## config.mk

```make
export PLATFORM = sky130hd
export DESIGN_NAME = round_robin_thread_picker
export DESIGN_NICKNAME = d
export VERILOG_FILES = /design/src/hw/rtl/rrtp_pkg.sv /design/src/hw/rtl/rrtp_slot_table.sv /design/src/hw/rtl/round_robin_thread_picker.sv
export SDC_FILE = /design/constraint.sdc
export NUM_CORES = 1
export LEC_CHECK = 0
export CAP_MARGIN = 5
export CORE_MARGIN = 2
export CORE_UTILIZATION = 35
export CTS_CLUSTER_DIAMETER = 200
export DETAILED_ROUTE_END_ITERATION = 10
export DONT_BUFFER_PORTS = 1
export GPL_TIMING_DRIVEN = 0
export PLACE_DENSITY = 0.46
export SYNTH_ARGS = -nofsm -noshare
export SYNTH_HDL_FRONTEND = slang
export SYNTH_SLANG_ARGS = --single-unit
```

## constraint.sdc

```tcl
create_clock -name clk -period 4.95 [get_ports clk]
set_input_delay 0.2475 -clock clk [delete_from_list [all_inputs] [get_ports clk]]
set_output_delay 0.2475 -clock clk [all_outputs]
set_load 0.005 [all_outputs]
```

## src/hw/rtl/rrtp_pkg.sv

```systemverilog
// Shared types and codes for the round robin thread picker.
package rrtp_pkg;

    // Slot status as kept in the slot table
    typedef enum logic [2:0] {
        ST_EMPTY      = 3'd0,
        ST_READY      = 3'd1,
        ST_BLOCKED    = 3'd2,
        ST_TERMINATED = 3'd3,
        ST_RUNNING    = 3'd4
    } slot_state_t;

    // Event codes
    localparam logic [2:0] MODE_YIELD  = 3'd0;
    localparam logic [2:0] MODE_ADD    = 3'd1;
    localparam logic [2:0] MODE_WAKE   = 3'd2;
    localparam logic [2:0] MODE_REMOVE = 3'd3;
    localparam logic [2:0] MODE_DYING  = 3'd4;

    // Status requested for the old thread on a yield
    localparam logic [1:0] YS_READY   = 2'd0;
    localparam logic [1:0] YS_BLOCKED = 2'd1;

    // Error codes
    localparam logic [1:0] ERR_OK         = 2'd0;
    localparam logic [1:0] ERR_EMPTY      = 2'd1;
    localparam logic [1:0] ERR_TERMINATED = 2'd2;
    localparam logic [1:0] ERR_OCCUPIED   = 2'd3;

    // One slot table entry
    typedef struct packed {
        slot_state_t state;
        logic        dying;
        logic        waits;
    } slot_entry_t;

    // Request word
    typedef struct packed {
        logic [2:0]  mode;
        logic [3:0]  slot;
        logic [1:0]  yield_status;
        logic        wait_on_handle;
        logic [15:0] handle_ready;
    } req_t;

    // Response word
    typedef struct packed {
        logic [3:0] chosen_slot;
        logic       found;
        logic [1:0] error;
    } rsp_t;

endpackage

```

## src/hw/rtl/rrtp_slot_table.sv

```systemverilog
// Slot table memory with per-entry valid bits; unwritten entries read as empty.
module rrtp_slot_table #(
    parameter int SLOTS = 16,
    parameter int IDX_W = 4
) (
    input  logic                 clk,
    input  logic                 rst_n,
    input  logic                 rd_en,
    input  logic [IDX_W-1:0]     rd_addr,
    output rrtp_pkg::slot_entry_t rd_data,
    input  logic                 wr_en,
    input  logic [IDX_W-1:0]     wr_addr,
    input  rrtp_pkg::slot_entry_t wr_data
);

    rrtp_pkg::slot_entry_t mem [SLOTS];
    rrtp_pkg::slot_entry_t rd_data_reg;
    logic [SLOTS-1:0]      valid_reg;
    logic                  rd_valid_reg;

    // Write entries and read with a registered port
    always_ff @(posedge clk)
    begin
        if (wr_en)
        begin
            mem[wr_addr] <= wr_data;
        end
        if (rd_en)
        begin
            rd_data_reg <= mem[rd_addr];
        end
    end

    // Track which entries hold written data
    always_ff @(posedge clk or negedge rst_n)
    begin
        if (!rst_n)
        begin
            valid_reg    <= '0;
            rd_valid_reg <= 1'b0;
        end
        else
        begin
            if (wr_en)
            begin
                valid_reg[wr_addr] <= 1'b1;
            end
            if (rd_en)
            begin
                rd_valid_reg <= valid_reg[rd_addr];
            end
        end
    end

    // Present an unwritten entry as empty
    assign rd_data = rd_valid_reg ? rd_data_reg : '0;

endmodule

```

## src/hw/rtl/round_robin_thread_picker.sv

```systemverilog
// Top level of the round robin thread picker: event sequencer over the slot table.
//
// One request word gives one response word. Add, wake, remove and mark-dying
// events go through one table read, one evaluate-and-write and the load of the
// response register. A yield walks the other SLOTS-1 slots round robin through
// the single table read port, one slot per cycle, and stops early when a winner
// turns up; the old thread is then read and rewritten. The request side stalls
// while an event is in progress, and a finished response may wait in its
// register while the next request is taken. Slot indexes at or above SLOTS act
// as empty slots, and an add to one is refused with ERR_EMPTY; only slots 0 to
// 15 have a handle_ready bit.
module round_robin_thread_picker #(
    parameter int SLOTS = 16
) (
    input  logic           clk,
    input  logic           rst_n,
    input  logic           req_valid,
    output logic           req_stall,
    input  rrtp_pkg::req_t req,
    output logic           rsp_valid,
    input  logic           rsp_stall,
    output rrtp_pkg::rsp_t rsp
);

    localparam int IDX_W = $clog2(SLOTS);

    typedef enum logic [2:0] {
        S_IDLE,
        S_CMD,
        S_SCAN,
        S_OLD_RD,
        S_OLD_EV,
        S_FIN
    } seq_state_t;

    seq_state_t            state_reg, state_next;
    rrtp_pkg::req_t        req_reg, req_next;
    logic [IDX_W-1:0]      running_reg, running_next;
    logic [IDX_W-1:0]      win_reg, win_next;
    logic [IDX_W-1:0]      issue_addr_reg, issue_addr_next;
    logic [IDX_W-1:0]      issue_cnt_reg, issue_cnt_next;
    logic                  issue_done_reg, issue_done_next;
    logic [IDX_W-1:0]      eval_addr_reg, eval_addr_next;
    logic                  eval_vld_reg, eval_vld_next;
    logic                  eval_last_reg, eval_last_next;
    logic                  found_reg, found_next;
    logic [1:0]            err_reg, err_next;
    logic                  rsp_valid_reg, rsp_valid_next;
    rrtp_pkg::rsp_t        rsp_reg, rsp_next;

    logic                  tbl_rd_en;
    logic [IDX_W-1:0]      tbl_rd_addr;
    rrtp_pkg::slot_entry_t tbl_rd_data;
    logic                  tbl_wr_en;
    logic [IDX_W-1:0]      tbl_wr_addr;
    rrtp_pkg::slot_entry_t tbl_wr_data;

    function automatic logic [IDX_W-1:0] next_idx(input logic [IDX_W-1:0] idx);
        next_idx = (idx == IDX_W'(SLOTS - 1)) ? '0 : idx + 1'b1;
    endfunction

    rrtp_slot_table #(
        .SLOTS (SLOTS),
        .IDX_W (IDX_W)
    ) u_table (
        .clk     (clk),
        .rst_n   (rst_n),
        .rd_en   (tbl_rd_en),
        .rd_addr (tbl_rd_addr),
        .rd_data (tbl_rd_data),
        .wr_en   (tbl_wr_en),
        .wr_addr (tbl_wr_addr),
        .wr_data (tbl_wr_data)
    );

    // Sequence events through the table
    always_comb
    begin
        logic                  in_range;
        rrtp_pkg::slot_state_t st;
        logic                  hbit;
        rrtp_pkg::slot_state_t old_ns;

        state_next      = state_reg;
        req_next        = req_reg;
        running_next    = running_reg;
        win_next        = win_reg;
        issue_addr_next = issue_addr_reg;
        issue_cnt_next  = issue_cnt_reg;
        issue_done_next = issue_done_reg;
        eval_addr_next  = eval_addr_reg;
        eval_vld_next   = 1'b0;
        eval_last_next  = eval_last_reg;
        found_next      = found_reg;
        err_next        = err_reg;
        rsp_valid_next  = rsp_valid_reg && rsp_stall;
        rsp_next        = rsp_reg;
        tbl_rd_en       = 1'b0;
        tbl_rd_addr     = IDX_W'(req_reg.slot);
        tbl_wr_en       = 1'b0;
        tbl_wr_addr     = IDX_W'(req_reg.slot);
        tbl_wr_data     = tbl_rd_data;

        in_range = (32'(req_reg.slot) < 32'(SLOTS));
        st       = in_range ? tbl_rd_data.state : rrtp_pkg::ST_EMPTY;
        hbit     = (32'(eval_addr_reg) < 32'd16)
                   ? req_reg.handle_ready[4'(eval_addr_reg)] : 1'b0;
        if (req_reg.yield_status == rrtp_pkg::YS_READY)
        begin
            old_ns = rrtp_pkg::ST_READY;
        end
        else if (req_reg.yield_status == rrtp_pkg::YS_BLOCKED)
        begin
            old_ns = rrtp_pkg::ST_BLOCKED;
        end
        else
        begin
            old_ns = rrtp_pkg::ST_TERMINATED;
        end

        unique case (state_reg)
            S_IDLE:
            begin
                // Take a word and start the target read or the lap
                if (req_valid)
                begin
                    req_next        = req;
                    tbl_rd_en       = 1'b1;
                    tbl_rd_addr     = IDX_W'(req.slot);
                    issue_addr_next = next_idx(running_reg);
                    issue_cnt_next  = '0;
                    issue_done_next = 1'b0;
                    eval_last_next  = 1'b0;
                    found_next      = 1'b0;
                    err_next        = rrtp_pkg::ERR_OK;
                    state_next      = (req.mode == rrtp_pkg::MODE_YIELD) ? S_SCAN : S_CMD;
                end
            end

            S_CMD:
            begin
                // Check the target slot and apply the event
                tbl_wr_addr = IDX_W'(req_reg.slot);
                unique case (req_reg.mode)
                    rrtp_pkg::MODE_ADD:
                    begin
                        if (!in_range)
                        begin
                            err_next = rrtp_pkg::ERR_EMPTY;
                        end
                        else if (st != rrtp_pkg::ST_EMPTY)
                        begin
                            err_next = rrtp_pkg::ERR_OCCUPIED;
                        end
                        else
                        begin
                            tbl_wr_en   = 1'b1;
                            tbl_wr_data = '{state: rrtp_pkg::ST_READY, dying: 1'b0,
                                            waits: 1'b0};
                        end
                    end
                    rrtp_pkg::MODE_WAKE:
                    begin
                        if (st == rrtp_pkg::ST_EMPTY)
                        begin
                            err_next = rrtp_pkg::ERR_EMPTY;
                        end
                        else if (st == rrtp_pkg::ST_TERMINATED)
                        begin
                            err_next = rrtp_pkg::ERR_TERMINATED;
                        end
                        else if (st != rrtp_pkg::ST_RUNNING)
                        begin
                            tbl_wr_en   = 1'b1;
                            tbl_wr_data = '{state: rrtp_pkg::ST_READY,
                                            dying: tbl_rd_data.dying, waits: 1'b0};
                        end
                    end
                    rrtp_pkg::MODE_REMOVE:
                    begin
                        if (st == rrtp_pkg::ST_EMPTY)
                        begin
                            err_next = rrtp_pkg::ERR_EMPTY;
                        end
                        else
                        begin
                            tbl_wr_en   = 1'b1;
                            tbl_wr_data = '{state: rrtp_pkg::ST_EMPTY, dying: 1'b0,
                                            waits: 1'b0};
                        end
                    end
                    rrtp_pkg::MODE_DYING:
                    begin
                        if (st == rrtp_pkg::ST_EMPTY)
                        begin
                            err_next = rrtp_pkg::ERR_EMPTY;
                        end
                        else
                        begin
                            tbl_wr_en         = 1'b1;
                            tbl_wr_data       = tbl_rd_data;
                            tbl_wr_data.dying = 1'b1;
                        end
                    end
                    default:
                    begin
                        err_next = rrtp_pkg::ERR_OK;
                    end
                endcase
                state_next = S_FIN;
            end

            S_SCAN:
            begin
                // Issue the next slot read of the lap
                if (!issue_done_reg)
                begin
                    tbl_rd_en       = 1'b1;
                    tbl_rd_addr     = issue_addr_reg;
                    eval_vld_next   = 1'b1;
                    eval_addr_next  = issue_addr_reg;
                    eval_last_next  = (issue_cnt_reg == IDX_W'(SLOTS - 2));
                    issue_done_next = (issue_cnt_reg == IDX_W'(SLOTS - 2));
                    issue_addr_next = next_idx(issue_addr_reg);
                    issue_cnt_next  = issue_cnt_reg + 1'b1;
                end
                // Evaluate the slot read in the previous cycle
                if (eval_vld_reg)
                begin
                    tbl_wr_addr = eval_addr_reg;
                    if (tbl_rd_data.state == rrtp_pkg::ST_READY && tbl_rd_data.dying)
                    begin
                        tbl_wr_en         = 1'b1;
                        tbl_wr_data       = tbl_rd_data;
                        tbl_wr_data.state = rrtp_pkg::ST_TERMINATED;
                        if (eval_last_reg)
                        begin
                            state_next = S_FIN;
                        end
                    end
                    else if (tbl_rd_data.state == rrtp_pkg::ST_READY
                             || (tbl_rd_data.state == rrtp_pkg::ST_BLOCKED
                                 && tbl_rd_data.waits && hbit))
                    begin
                        tbl_wr_en   = 1'b1;
                        tbl_wr_data = '{state: rrtp_pkg::ST_RUNNING,
                                        dying: tbl_rd_data.dying, waits: 1'b0};
                        win_next    = eval_addr_reg;
                        state_next  = S_OLD_RD;
                    end
                    else if (eval_last_reg)
                    begin
                        state_next = S_FIN;
                    end
                end
            end

            S_OLD_RD:
            begin
                // Read the old thread's entry
                tbl_rd_en   = 1'b1;
                tbl_rd_addr = running_reg;
                state_next  = S_OLD_EV;
            end

            S_OLD_EV:
            begin
                // Hand the old thread its new status and switch over
                tbl_wr_addr = running_reg;
                if (tbl_rd_data.state == rrtp_pkg::ST_RUNNING)
                begin
                    tbl_wr_en   = 1'b1;
                    tbl_wr_data = '{state: old_ns, dying: tbl_rd_data.dying,
                                    waits: (old_ns == rrtp_pkg::ST_BLOCKED)
                                           ? req_reg.wait_on_handle : 1'b0};
                end
                running_next = win_reg;
                found_next   = 1'b1;
                state_next   = S_FIN;
            end

            S_FIN:
            begin
                // Load the response once the register is free
                if (!rsp_valid_reg || !rsp_stall)
                begin
                    rsp_valid_next       = 1'b1;
                    rsp_next.chosen_slot = 4'(running_reg);
                    rsp_next.found       = found_reg;
                    rsp_next.error       = err_reg;
                    state_next           = S_IDLE;
                end
            end

            default:
            begin
                state_next = S_IDLE;
            end
        endcase
    end

    // Hold sequencer state and the response register
    always_ff @(posedge clk or negedge rst_n)
    begin
        if (!rst_n)
        begin
            state_reg      <= S_IDLE;
            req_reg        <= '0;
            running_reg    <= '0;
            win_reg        <= '0;
            issue_addr_reg <= '0;
            issue_cnt_reg  <= '0;
            issue_done_reg <= 1'b0;
            eval_addr_reg  <= '0;
            eval_vld_reg   <= 1'b0;
            eval_last_reg  <= 1'b0;
            found_reg      <= 1'b0;
            err_reg        <= '0;
            rsp_valid_reg  <= 1'b0;
            rsp_reg        <= '0;
        end
        else
        begin
            state_reg      <= state_next;
            req_reg        <= req_next;
            running_reg    <= running_next;
            win_reg        <= win_next;
            issue_addr_reg <= issue_addr_next;
            issue_cnt_reg  <= issue_cnt_next;
            issue_done_reg <= issue_done_next;
            eval_addr_reg  <= eval_addr_next;
            eval_vld_reg   <= eval_vld_next;
            eval_last_reg  <= eval_last_next;
            found_reg      <= found_next;
            err_reg        <= err_next;
            rsp_valid_reg  <= rsp_valid_next;
            rsp_reg        <= rsp_next;
        end
    end

    assign req_stall = (state_reg != S_IDLE);
    assign rsp_valid = rsp_valid_reg;
    assign rsp       = rsp_reg;

endmodule
```

==> impl_summary.md <==
Timing
The final worst-path cycle share is 73.17%. Derived from the worst setup path, the maximum achievable clock frequency is 276.1 MHz. The count of pins over their slew limit was 0. The worst pin sits at a relative slew slack of 31.13%. The final number of hold-violating endpoints is 0. For the finished layout, the period the worst path requires is approximately 3600 ps. Setup repair after global routing left no endpoint under its margin.

Setup violations remaining at the end of the flow were counted as 0. The slew at the pin closest to its max-slew limit is 1028 ps. The setup clock skew after layout is 9.173 ps. Setup slack closes at 1328 ps.

Route
The routed wirelength normalized by instance count is 19.97 µm. The number of DRC markers in iteration 0 is 446. Summed over all layers, the routed wires come to 20,850 µm. The DRC violations left is 0. The vias per cell is 5.556. The detail route stage leaves a number of antenna-violating nets equal to 0. Before antenna repair, the detailed router went through 7 iterations. The vias after detailed routing is slightly below 6,000.

Clocking
The later pin in the worst-skew pair is clocked with a latency of 430 ps. The number of hold buffers added after cts is 27. The clock tree buffer depth is 2.

The post-cts gate resize count is 0. The clock tree from TritonCTS is done. After clock tree synthesis, the setup repair step added 0 buffers. After clock tree synthesis, the clock-pin slew on the worst setup and hold paths is 70 ps. The H-tree depth reported by CTS is 4.

The tree built by TritonCTS fans out to between 150 and 200 sinks. The root cell of the clock tree is sky130_fd_sc_hd__clkbuf_16. The number of clock buffers added by TritonCTS is 17.

Placed design
The number of input and output port buffers inserted is 0. The setup slack after placement is 1313 ps. Counting tap cells, the placed design contains a total of 984 instances. The routability congestion estimate from global placement is 0.8647. The detailed placer's ending HPWL is between 10,000 and 15,000 µm.

Critical path
Grouping stages by cell kind, the critical path spends the most delay in multiplexers. The maximum fanout along the worst path is 12. In this design, the stage delay of the slowest critical-path cell is 580 ps. STA classifies the critical path endpoint as a register. The largest individual stage delay along the critical path comes from the cell sky130_fd_sc_hd__mux4_2. In this design, the critical path's most frequently occurring cell is sky130_fd_sc_hd__mux4_2. The worst setup path is of the reg2reg kind. The number of buffers and inverters on the critical path is 2. The kind of launch point of the worst setup path is a register. Walking the worst path, the cells encountered are clkbuf_1 > mux4_2 > mux4_2 > and2_1 > a21oi_1 > nor2_1 > o311ai_2 > buf_4. For the worst setup path, the data arrival time is 3880 ps. The worst path required time is 5210 ps.

Global routing
The first-pass GRT wire length is 32,910 µm. The number of antenna violations at the first check in global routing is 0. Entering global routing, the biggest net connects approximately 80 pins.

In the global route stage, overall resource usage came out at 18.29%. The number of global-route vias before repair is 5,779. After global routing the overflow that remains totals 0.

Layout
The relative area change from synthesis to final layout is 16.29%. 0 antenna diodes ended up in the layout. In the final layout, the share of cells above drive strength 1 is 9.555%.

The count of nets after finishing is 785. The post-route non-filler standard cell count is 1,044. The register with the most flip-flops in the layout has 80 of them.

Synthesis
The post-synthesis sequential area ratio is about three fifths. The instance count of the mapped netlist is 701. The post-synthesis net count is 735. The count of flip-flops with a built-in enable after synthesis is between 80 and 90. The number of flip-flops and latches in the synthesized netlist is 165.

By count the netlist is led by sky130_fd_sc_hd__nand2_1 (144), sky130_fd_sc_hd__edfxtp_1 (85), sky130_fd_sc_hd__dfrtp_1 (80). The cell with the most instances after synthesis is sky130_fd_sc_hd__nand2_1. Summed over all instances, the cell type with the most area after synthesis is sky130_fd_sc_hd__edfxtp_1. The main flop type after synthesis is sky130_fd_sc_hd__edfxtp_1. Sorting the synthesized cells by area gives the leading types as sky130_fd_sc_hd__edfxtp_1 (33%), sky130_fd_sc_hd__dfrtp_1 (26%), sky130_fd_sc_hd__nand2_1 (6.9%), sky130_fd_sc_hd__mux2i_1 (2.8%), sky130_fd_sc_hd__a21oi_1 (2.4%). After synthesis, the share of flip-flops with an asynchronous set or reset is 48.48%. Yosys printed 0 warnings.

Averaged over all synthesized cells, the footprint is 11.10 µm². The portion of synthesized cell area occupied by the leading cell type is around a third. The number of distinct standard cells referenced by the synthesized netlist is 71. The cell area after technology mapping is 0.007782 mm².

Hold path
The min-delay analysis places its worst path in the category in2reg.

Power and ir drop
The highest ir drop seen on vdd is 0.0002212 V. Power spread over the standard cell area amounts to 567.9 mW/mm². In this run the static leakage power is about 3.5 nW.

Die
The area enclosed by the die boundary is approximately 0.023 mm². The total area inside the core boundary comes to around 0.022 mm². The die is 153.1 µm wide. Once the floorplan was initialized, standard cells occupied 35.66% of the core. The total I/O pin count is 39. After floorplanning, the core was divided into 54 placement rows.

The floorplan die height is 153.1 µm.

Run status
The run finished with clean final reports.

Job
Across the run, the number of max-cap violations was 0.
-- routing by layer --
layer	GRT usage [%]	routed length [µm]	vias up
met2	28.15	9517	186
li1	-	-	2693
met1	25.58	9662	2890
met3	4.281	1311	31
met4	6.041	358	0
met5	0	0	-
-- area by class of cell --
type | instances | area [µm²]
Inverter | 18 | 72.57
Timing Repair Buffer | 31 | 321.6
Clock inverter | 13 | 155.1
Sequential cell | 165 | 4554
Fill cell | 2106 | 12770
Tap cell | 280 | 350.3
Multi-Input combinational cell | 478 | 2982
Clock buffer | 19 | 432.9
Buffer | 40 | 181.4
-- worst paths after layout --
kind,depth (start not counted),endpoint,from,slack (ps)
hold reg to reg,2,u_table.valid_reg[10],u_table.valid_reg[10],470
max in group asynchronous,2,u_table.valid_reg[12],rst_n,4270
hold / removal,2,rsp_valid,rsp_stall,60
setup reg to reg,8,u_table.mem[7][2],eval_addr_reg[0],1330
setup / recovery,8,u_table.mem[7][2],eval_addr_reg[0],1330
min in group asynchronous,2,req_reg[2],rst_n,360
-- worst reg2reg max path: cells and delay by family, from the launching register on --
kind	cells	cell delay (ps)
AOI/OAI and AO/OA	2	790
buffers and inverters	2	750
and+or+nand+nor	2	450
muxes	2	1140
DFF	1	320
-- layout by cell type, fill, tap and decap left out, drive strengths merged, types with 3 or more instances in the layout --
cell type and instances:
nand2 144, edfxtp 85, dfrtp 80, clkbuf 43, o21ai 39, nor2 38
a21oi 38, dlygate4sd3 26, a221oi 23, mux2i 22, buf 21, inv 20
mux2 16, o211ai 13, o21bai 12, nand3 10, a21o 8, nand3b 7
a31oi 6, and2 6, clkinv 6, nand2b 5, a211oi 5, or4 5
nor3 5, mux4 5, nor2b 4, a22oi 4, nand4 4, ha 4
or2 4, nor3b 3, o2111ai 3, o22ai 3, a311oi 3, xor2 3
bufinv 3
-- cell families (layout without fill, tap and decap cells) --
group	after synthesis	count (layout)	share of synthesized area, %
and+or+nand+nor	247	247	14.60
AOI/OAI and AO/OA	179	179	15.82
DFF	165	165	58.52
buffers and inverters	58	121	3.264
muxes	43	43	6.592
xor gates and xnor gates	5	5	0.5628
adders and majority gates	4	4	0.6431
-- per-stage QoR --
step	hold WS, ps	power, mW	util, %	TNS (ps)	instance area, µm²
detailed placement	-46.54	3.775	37.42	0	8167
global route	58.69	5.452	41.47	0	9050
global placement	-46.46	3.736	37.27	-2555	8133
floorplan	-48.09	3.179	-	0	7782
CTS	34.57	5.161	41.43	0	9042
finish	56.92	5.140	41.47	0	9050
-- power breakdown --
| group | switching [mW] | internal (mW) |
|---|---|---|
| clock | 0.550 | 0.791 |
| combinational | 1.23 | 0.652 |
| sequential | 0.157 | 1.76 |
| total | 1.94 | 3.20 |
(Power assumes the default switching activity.)
